`src/hdl/lmbp_pkg.sv`:
```
// Package: phase codes, beat types and constants of the layout message byte parser.
package lmbp_pkg;

   localparam int unsigned DATA_BYTE_WIDTH  = 8;
   localparam int unsigned NODE_IDENT_WIDTH = 32;
   localparam int unsigned HALF_WIDTH       = 16;
   localparam int unsigned GROUP_BITS       = 7;

   localparam logic [DATA_BYTE_WIDTH-1:0] OPCODE_LAYOUT_SET = 8'h41;
   localparam logic [DATA_BYTE_WIDTH-1:0] GROUP_MASK        = 8'h7F;
   localparam logic [DATA_BYTE_WIDTH-1:0] MORE_FLAG         = 8'h80;

   typedef enum logic [3:0] {
      PH_IDLE,
      PH_SKIP,
      PH_IDENT,
      PH_XH,
      PH_XL,
      PH_YH,
      PH_YL,
      PH_WH,
      PH_WL,
      PH_HH,
      PH_HL
   } phase_type;

   typedef struct packed {
      logic [NODE_IDENT_WIDTH-1:0] node_ident;
      logic signed [HALF_WIDTH-1:0] pos_x;
      logic signed [HALF_WIDTH-1:0] pos_y;
      logic [HALF_WIDTH-1:0]        size_w;
      logic [HALF_WIDTH-1:0]        size_h;
   } rsp_data_type;

endpackage

```
`src/hdl/lmbp_if.sv`:
```
// Interfaces: byte request channel and layout result channel.
interface lmbp_req_if;
   logic       valid;
   logic       ready;
   logic [7:0] data_byte;
   logic       msg_start;

   modport source (output valid, output data_byte, output msg_start, input ready);
   modport sink (input valid, input data_byte, input msg_start, output ready);
endinterface

interface lmbp_rsp_if;
   logic               valid;
   logic               ready;
   logic [31:0]        node_ident;
   logic signed [15:0] pos_x;
   logic signed [15:0] pos_y;
   logic [15:0]        size_w;
   logic [15:0]        size_h;

   modport source (output valid, output node_ident, output pos_x, output pos_y,
                   output size_w, output size_h, input ready);
   modport sink (input valid, input node_ident, input pos_x, input pos_y,
                 input size_w, input size_h, output ready);
endinterface

```
`src/hdl/lmbp_parser.sv`:
```
// Parser: phase machine, LEB128 identifier accumulator and field holds.
module lmbp_parser
   import lmbp_pkg::*;
#(
   parameter int unsigned IDENT_WIDTH = 32
) (
   input  logic                       clock,
   input  logic                       reset,
   input  logic                       beat_accept,
   input  logic [DATA_BYTE_WIDTH-1:0] data_byte,
   input  logic                       msg_start,
   output logic                       emit,
   output rsp_data_type               emit_data
);

   localparam int unsigned GROUP_LIMIT = (IDENT_WIDTH + GROUP_BITS - 1) / GROUP_BITS;
   localparam int unsigned CNT_W       = $clog2(GROUP_LIMIT + 1);
   localparam int unsigned SH_W        = $clog2(GROUP_LIMIT * GROUP_BITS + 1);

   phase_type                  phase_ff, phase_in;
   logic [IDENT_WIDTH-1:0]     accum_ff, accum_in;
   logic [CNT_W-1:0]           count_ff, count_in;
   logic [DATA_BYTE_WIDTH-1:0] high_ff, high_in;
   logic [HALF_WIDTH-1:0]      x_ff, x_in;
   logic [HALF_WIDTH-1:0]      y_ff, y_in;
   logic [HALF_WIDTH-1:0]      w_ff, w_in;

   logic [SH_W-1:0]            shift_amt;
   logic [IDENT_WIDTH-1:0]     group_part;
   logic [HALF_WIDTH-1:0]      joined;
   logic [NODE_IDENT_WIDTH-1:0] ident_out;

   assign shift_amt  = SH_W'(count_ff) * SH_W'(GROUP_BITS);
   assign group_part = {{(IDENT_WIDTH-GROUP_BITS){1'b0}},
                        data_byte[GROUP_BITS-1:0] & GROUP_MASK[GROUP_BITS-1:0]} << shift_amt;
   assign joined     = {high_ff, data_byte};

   generate
      if (IDENT_WIDTH >= NODE_IDENT_WIDTH) begin : g_ident_trunc
         assign ident_out = accum_ff[NODE_IDENT_WIDTH-1:0];
      end else begin : g_ident_ext
         assign ident_out = {{(NODE_IDENT_WIDTH-IDENT_WIDTH){1'b0}}, accum_ff};
      end
   endgenerate

   always_ff @(posedge clock) begin
      if (reset) begin
         phase_ff <= PH_IDLE;
         accum_ff <= '0;
         count_ff <= '0;
         high_ff  <= '0;
         x_ff     <= '0;
         y_ff     <= '0;
         w_ff     <= '0;
      end else begin
         phase_ff <= phase_in;
         accum_ff <= accum_in;
         count_ff <= count_in;
         high_ff  <= high_in;
         x_ff     <= x_in;
         y_ff     <= y_in;
         w_ff     <= w_in;
      end
   end

   always_comb begin
      phase_in  = phase_ff;
      accum_in  = accum_ff;
      count_in  = count_ff;
      high_in   = high_ff;
      x_in      = x_ff;
      y_in      = y_ff;
      w_in      = w_ff;
      emit      = 1'b0;
      emit_data.node_ident = ident_out;
      emit_data.pos_x      = x_ff;
      emit_data.pos_y      = y_ff;
      emit_data.size_w     = w_ff;
      emit_data.size_h     = joined;
      if (beat_accept) begin
         if (msg_start) begin
            accum_in = '0;
            count_in = '0;
            high_in  = '0;
            phase_in = (data_byte == OPCODE_LAYOUT_SET) ? PH_IDENT : PH_SKIP;
         end else begin
            case (phase_ff)
               PH_IDENT: begin
                  if (count_ff < CNT_W'(GROUP_LIMIT)) begin
                     accum_in = accum_ff | group_part;
                     count_in = count_ff + CNT_W'(1);
                  end
                  if ((data_byte & MORE_FLAG) == '0) begin
                     phase_in = PH_XH;
                  end
               end
               PH_XH: begin
                  high_in  = data_byte;
                  phase_in = PH_XL;
               end
               PH_XL: begin
                  x_in     = joined;
                  phase_in = PH_YH;
               end
               PH_YH: begin
                  high_in  = data_byte;
                  phase_in = PH_YL;
               end
               PH_YL: begin
                  y_in     = joined;
                  phase_in = PH_WH;
               end
               PH_WH: begin
                  high_in  = data_byte;
                  phase_in = PH_WL;
               end
               PH_WL: begin
                  w_in     = joined;
                  phase_in = PH_HH;
               end
               PH_HH: begin
                  high_in  = data_byte;
                  phase_in = PH_HL;
               end
               PH_HL: begin
                  emit     = 1'b1;
                  phase_in = PH_IDLE;
               end
               default: begin
                  phase_in = phase_ff;
               end
            endcase
         end
      end
   end

endmodule

```
`src/hdl/lmbp_out_reg.sv`:
```
// Output register: holds one result beat until the sink takes it.
module lmbp_out_reg
   import lmbp_pkg::*;
(
   input  logic         clock,
   input  logic         reset,
   input  logic         load,
   input  rsp_data_type load_data,
   input  logic         out_ready,
   output logic         out_valid,
   output rsp_data_type out_data,
   output logic         space
);

   logic         valid_ff, valid_in;
   rsp_data_type data_ff, data_in;

   assign space     = !valid_ff || out_ready;
   assign out_valid = valid_ff;
   assign out_data  = data_ff;

   always_comb begin
      valid_in = valid_ff;
      data_in  = data_ff;
      if (out_ready) begin
         valid_in = 1'b0;
      end
      if (load) begin
         valid_in = 1'b1;
         data_in  = load_data;
      end
   end

   always_ff @(posedge clock) begin
      if (reset) begin
         valid_ff <= 1'b0;
      end else begin
         valid_ff <= valid_in;
      end
      data_ff <= data_in;
   end

endmodule

```
`src/hdl/layout_message_byte_parser.sv`:
```
// Top level: layout message byte parser with registered result channel.
//
//   channel   dir   payload                                   handshake
//   req_chan  in    data_byte[8], msg_start                   valid/ready
//   rsp_chan  out   node_ident[32], pos_x, pos_y, size_w/h    valid/ready
//
// One byte per cycle while req_chan.ready is high; each taken byte reaches the phase machine in the cycle it is taken.
// A result appears on rsp_chan the cycle after the final height byte.
// req_chan.ready drops only while a result waits and rsp_chan.ready is low.
// Reset is synchronous and returns the parser to idle with an empty output.
module layout_message_byte_parser
   import lmbp_pkg::*;
#(
   parameter int unsigned IDENT_WIDTH = 32
) (
   input  logic   clock,
   input  logic   reset,
   lmbp_req_if.sink   req_chan,
   lmbp_rsp_if.source rsp_chan
);

   logic         beat_accept;
   logic         emit;
   logic         space;
   rsp_data_type emit_data;
   rsp_data_type out_data;

   assign req_chan.ready = space;
   assign beat_accept    = req_chan.valid && space;

   lmbp_parser #(
      .IDENT_WIDTH (IDENT_WIDTH)
   ) u_parser (
      .clock       (clock),
      .reset       (reset),
      .beat_accept (beat_accept),
      .data_byte   (req_chan.data_byte),
      .msg_start   (req_chan.msg_start),
      .emit        (emit),
      .emit_data   (emit_data)
   );

   lmbp_out_reg u_out_reg (
      .clock     (clock),
      .reset     (reset),
      .load      (emit),
      .load_data (emit_data),
      .out_ready (rsp_chan.ready),
      .out_valid (rsp_chan.valid),
      .out_data  (out_data),
      .space     (space)
   );

   assign rsp_chan.node_ident = out_data.node_ident;
   assign rsp_chan.pos_x      = out_data.pos_x;
   assign rsp_chan.pos_y      = out_data.pos_y;
   assign rsp_chan.size_w     = out_data.size_w;
   assign rsp_chan.size_h     = out_data.size_h;

endmodule

```
`src/flat_wrapper.sv`:
```
// flat-port wrapper written by rule: the top's interface ports become plain ports
module layout_message_byte_parser_flat import lmbp_pkg::*;
#(
   parameter int unsigned IDENT_WIDTH = 32
)
  (clock, reset, req_chan_valid, req_chan_data_byte, req_chan_msg_start, req_chan_ready, rsp_chan_valid, rsp_chan_node_ident, rsp_chan_pos_x, rsp_chan_pos_y, rsp_chan_size_w, rsp_chan_size_h, rsp_chan_ready);
  lmbp_req_if req_chan_i ();
  lmbp_rsp_if rsp_chan_i ();
  input  logic clock;
  input  logic reset;
  input wire logic [$bits(req_chan_i.valid)-1:0] req_chan_valid;
  input wire logic [$bits(req_chan_i.data_byte)-1:0] req_chan_data_byte;
  input wire logic [$bits(req_chan_i.msg_start)-1:0] req_chan_msg_start;
  output wire logic [$bits(req_chan_i.ready)-1:0] req_chan_ready;
  output wire logic [$bits(rsp_chan_i.valid)-1:0] rsp_chan_valid;
  output wire logic [$bits(rsp_chan_i.node_ident)-1:0] rsp_chan_node_ident;
  output wire logic [$bits(rsp_chan_i.pos_x)-1:0] rsp_chan_pos_x;
  output wire logic [$bits(rsp_chan_i.pos_y)-1:0] rsp_chan_pos_y;
  output wire logic [$bits(rsp_chan_i.size_w)-1:0] rsp_chan_size_w;
  output wire logic [$bits(rsp_chan_i.size_h)-1:0] rsp_chan_size_h;
  input wire logic [$bits(rsp_chan_i.ready)-1:0] rsp_chan_ready;
  assign req_chan_i.valid = req_chan_valid;
  assign req_chan_i.data_byte = req_chan_data_byte;
  assign req_chan_i.msg_start = req_chan_msg_start;
  assign req_chan_ready = req_chan_i.ready;
  assign rsp_chan_valid = rsp_chan_i.valid;
  assign rsp_chan_node_ident = rsp_chan_i.node_ident;
  assign rsp_chan_pos_x = rsp_chan_i.pos_x;
  assign rsp_chan_pos_y = rsp_chan_i.pos_y;
  assign rsp_chan_size_w = rsp_chan_i.size_w;
  assign rsp_chan_size_h = rsp_chan_i.size_h;
  assign rsp_chan_i.ready = rsp_chan_ready;
  layout_message_byte_parser #(.IDENT_WIDTH(IDENT_WIDTH)) u_core (.clock(clock), .reset(reset), .req_chan(req_chan_i), .rsp_chan(rsp_chan_i));
endmodule
```
`config.mk`:
```
export PLATFORM = sky130hd
export DESIGN_NAME = layout_message_byte_parser_flat
export DESIGN_NICKNAME = d
export VERILOG_FILES = /design/src/hdl/lmbp_pkg.sv /design/src/hdl/lmbp_if.sv /design/src/hdl/lmbp_parser.sv /design/src/hdl/lmbp_out_reg.sv /design/src/hdl/layout_message_byte_parser.sv /design/src/flat_wrapper.sv
export SDC_FILE = /design/constraint.sdc
export NUM_CORES = 1
export LEC_CHECK = 0
export BUFFER_PORTS_ARGS = -buffer_cell sky130_fd_sc_hd__buf_4
export CAP_MARGIN = 0
export CORE_MARGIN = 2
export CORE_UTILIZATION = 42
export CTS_CLUSTER_SIZE = 12
export DETAILED_ROUTE_END_ITERATION = 8
export GPL_TIMING_DRIVEN = 1
export PLACE_DENSITY = 0.74
export SYNTH_ARGS = -nofsm -noshare
export SYNTH_HDL_FRONTEND = slang
export SYNTH_HIERARCHICAL = 1
export SYNTH_SLANG_ARGS = --single-unit
export TNS_END_PERCENT = 5
```
`constraint.sdc`:
```
create_clock -name clock -period 18.2 [get_ports clock]
set_input_delay 0.91 -clock clock [delete_from_list [all_inputs] [get_ports clock]]
set_output_delay 0.91 -clock clock [all_outputs]
set_load 0.005 [all_outputs]
```
==> summary.txt <==
Route
  – DR WL met2: 6880 µm
  – Uppermost routed layer: met4
  – Vias per inst: 5.16
  – Residual DRC: 0
  – Avg WL per Cell: 17.0 µm
  – Via count: 4061
  – DRT iter0 DRCs: 388
  – TritonRoute pass-1 iters: 5
  – WL met3: 695 µm
  – Final ANT Viol Nets: 0
  – Metal1 wirelength: 5530 µm
  – WL final: 13400 µm

Placed design
  – RD Place Congestion: 0.822
  – DP HPWL: 8470 µm
  – Port buffer count: 110
  – Placed cells: 755

Synth
  – Synth Area in Compound Gates: 0.102
  – Synthesized area: 6500 µm²
  – Post-synthesis sequential area ratio: 0.739
  – Syn Nets: 501
  – Post-synthesis async set-or-reset flop share: 0
  – Adder-Cell Fraction of Synth Area: 0.00192
  – Netlist cell types: 47
  – Share of synthesized area spent on multiplexers: 0.0246
  – Synth Area in XOR/XNOR: 0
  – Yosys warnings: 6
  – Avg Cell Area, Syn: 13.4 µm²
  – Post-Synth Simple-Gate Area: 0.103
  – Largest family of logic cells by synthesized area: simple AND/OR/NAND/NOR gates
  – Yosys reg bits: 192
  – Commonest register cell after synthesis: edfxtp_1
  – EDFF count, synth: 96
  – Post-Synthesis Cells: 487

Power and ir drop
  – Static leakage: 0.00296 µW
  – Peak VDD IR: 0.0000607 V
  – Power per cell area: 104 nW/µm²

Clock tree
  – Num Clock Sinks: 192
  – Worst-case clock buffer depth: 2
  – Total CTS buffers: 17
  – # H-tree levels: 4
  – Clk slew on worst S/H paths: 0.07 ns
  – Clock Latency Late Sink: 0.42 ns
  – PostCTS Resize Cnt: 0
  – Postcts setup bufs: 0
  – CTS Hold Bufs: 0
  – TritonCTS clock tree: done
  – Clock Tree Root: clkbuf_16

Cells and area
  – Ant. Diodes: 0
  – Nets@finish: 600
  – Final core utilization: 0.528
  – Final Non-Filler Cells: 787
  – Fill count: 1229
  – Fraction of layout cells with a size suffix above 1: 0.274
  – Layout area overhead: 23.0%

Min path
  – Hold Path Sink: u_core/u_out_reg/out_data[36]$_DFFE_PP_
  – Hold path cells: 0
  – Min-Delay Startpoint: u_core/u_parser/y_ff[4]$_SDFFE_PP0P_
  – Min-delay worst type: flop to flop

Global route
  – Aggregate global routing overflow: 0
  – Global-route wire length before repair: 21000 µm
  – Largest net degree at the start of global routing: 61
  – Antenna violations before repair: 0
  – Gr usage total: 0.167
  – Vias in the first global route: 4022

Timing
  – Post-Route Skew: 0.00908 ns
  – Max-slew headroom: 0.153
  – Count of final setup violators: 0
  – TNS Setup: 0 ns
  – Worst-margin pin slew: 1.27 ns
  – RSZ-0062 raised after global routing: false
  – Final Slew Violations: 0
  – WHS: 0.428 ns
  – Final Hold Fails: 0
  – Max Clk Rate: 0.372 GHz
  – Fin crit period: 2.69 ns
  – Final period util: 0.148

Critical path
  – CP top delay family: simple AND/OR/NAND/NOR gates
  – R2R cell count: 6
  – Startpoint Class: input port
  – R2R Path End: u_core/u_parser/x_ff[13]$_SDFFE_PP0P_
  – R2r startpoint: u_core/u_out_reg/out_valid$_SDFFE_PP0P_
  – Reg2reg setup slack: 15.78 ns
  – WS Path Type: input port to flop
  – Worst setup EP type: flop
  – Crit-path cells: buf_4 -> nand2b_4 -> and2_1 -> nand2_1 -> or4_1 -> nand2_1 -> a21oi_1
  – Buf/Inv on CP: 1
  – Most used cell, CP: nand2_1
  – Worst-path maximum fanout: 16
  – Worst EP required: 18.47 ns
  – CP startpoint: rsp_chan_ready
  – Biggest cell delay along the critical path: 0.85 ns
  – Critical path arrival: 2.96 ns
  – Crit-path slowest cell: or4_1

Floorplanning
  – Io pins: 111
  – Chip Width: 128 µm
  – Row count: 45
  – Die ar.: 16500 µm²
  – Effective utilization at floorplan: 0.429
  – Die span in y: 128 µm
  – Core ar.: 15100 µm²

Outcome
  – Status: finished clean

Job
  – Max Cap Viol: 0
==> placed cells by master (no fill, tap or decap), drive strengths merged, types with 2 or more instances in the layout <==
master / instances
mux2i: 16
nand2: 74
or3: 3
nand3: 2
nand4: 2
nor3: 6
and3: 2
o211ai: 2
nor2: 35
dfxtp: 96
clkinv: 2
a31oi: 2
inv: 11
and2: 2
clkinvlp: 2
edfxtp: 96
a21oi: 41
buf: 114
a22o: 32
a22oi: 3
nand2b: 4
o21a: 2
nor2b: 3
clkbuf: 20
o21ai: 11
or4: 3
==> kinds of logic (layout without fill, tap and decap cells) <==
logic type / after synthesis / after routing
AOI/OAI and AO/OA: 98 / 98
adders and majority gates: 1 / 1
buffers and inverters: 38 / 150
DFF: 192 / 192
muxes: 16 / 16
and+or+nand+nor: 142 / 142
==> synthesized netlist by cell type (all sizes together), types with 3 or more instances <==
library cell / number / area, µm²
or3: 3 / 23.8
buf: 19 / 124
a22oi: 3 / 22.5
nor2b: 3 / 18.8
nand2: 74 / 278
a22o: 32 / 287
inv: 4 / 15.0
or4: 3 / 22.5
a21oi: 41 / 213
clkbuf: 15 / 56.3
dfxtp: 96 / 1920
nor2: 35 / 139
o21ai: 11 / 55.1
mux2i: 16 / 160
edfxtp: 96 / 2880
nor3: 6 / 46.3
nand2b: 4 / 32.5
==> layout make-up <==
cell class	instances	area [µm²]	area share
tap	188	235	0.0294
inverter	4	15.0	0.00188
sequential	192	4800	0.600
multi-input combinational	257	1510	0.189
clock inverter	12	123	0.0153
timing repair buffer	114	856	0.107
clock buffer	20	457	0.0571
==> worst max path at each step <==
stage | endpoint | slack, ns | cells after the start
2_1_floorplan | u_core/u_out_reg/out_valid$_SDFFE_PP0P_ | 9.59 | 6
3_3_place_gp | u_core/u_out_reg/out_data[44]$_DFFE_PP_ | 15.27 | 6
3_5_place_dp | u_core/u_parser/x_ff[0]$_SDFFE_PP0P_ | 15.15 | 7
4_1_cts | u_core/u_parser/x_ff[13]$_SDFFE_PP0P_ | 15.58 | 7
5_1_grt | u_core/u_parser/w_ff[14]$_SDFFE_PP0P_ | 15.40 | 7
6_report | u_core/u_parser/x_ff[13]$_SDFFE_PP0P_ | 15.51 | 7
==> per-stage QoR <==
stage	area (µm²)	setup slack, ns	total power [µW]
after floorplan	6500	9.59	475
after detailed placement	7420	15.15	480
after global placement	7420	15.27	480
final	8000	15.51	829
after global routing	8000	15.40	854
after CTS	8000	15.58	836
==> power by group <==
| part | total [µW] | switching [µW] | internal [µW] |
|---|---|---|---|
| logic | 17.7 | 12.5 | 5.14 |
| clock network | 358 | 158 | 200 |
| registers | 453 | 1.82 | 451 |
| total | 829 | 173 | 656 |
==> state kept, by name (all words and copies together) (netlist names) <==
signal,flops
u_core/u_out_reg/out_data,96
u_core/u_parser/high_ff,8
u_core/u_parser/count_ff,3
u_core/u_parser/accum_ff,32
u_core/u_parser/x_ff,16
u_core/u_out_reg/out_valid,1
u_core/u_parser/w_ff,16
u_core/u_parser/phase_ff,4
u_core/u_parser/y_ff,16
==> worst reg2reg max path, stage by stage (launching register included) <==
cell      delay (ns)
dfxtp_1         0.34
nand2b_4        0.08
and2_1          0.40
nand2_1         0.32
or4_1           0.85
nand2_1         0.20
a21oi_1         0.08
==> layer usage <==
layer	vias to the layer above	GRT usage
met5	-	0
met4	0	0.0937
met3	14	0.0320
met2	128	0.274
met1	1973	0.208
li1	1946	-
Note: power is estimated with default switching activity, not from simulation.
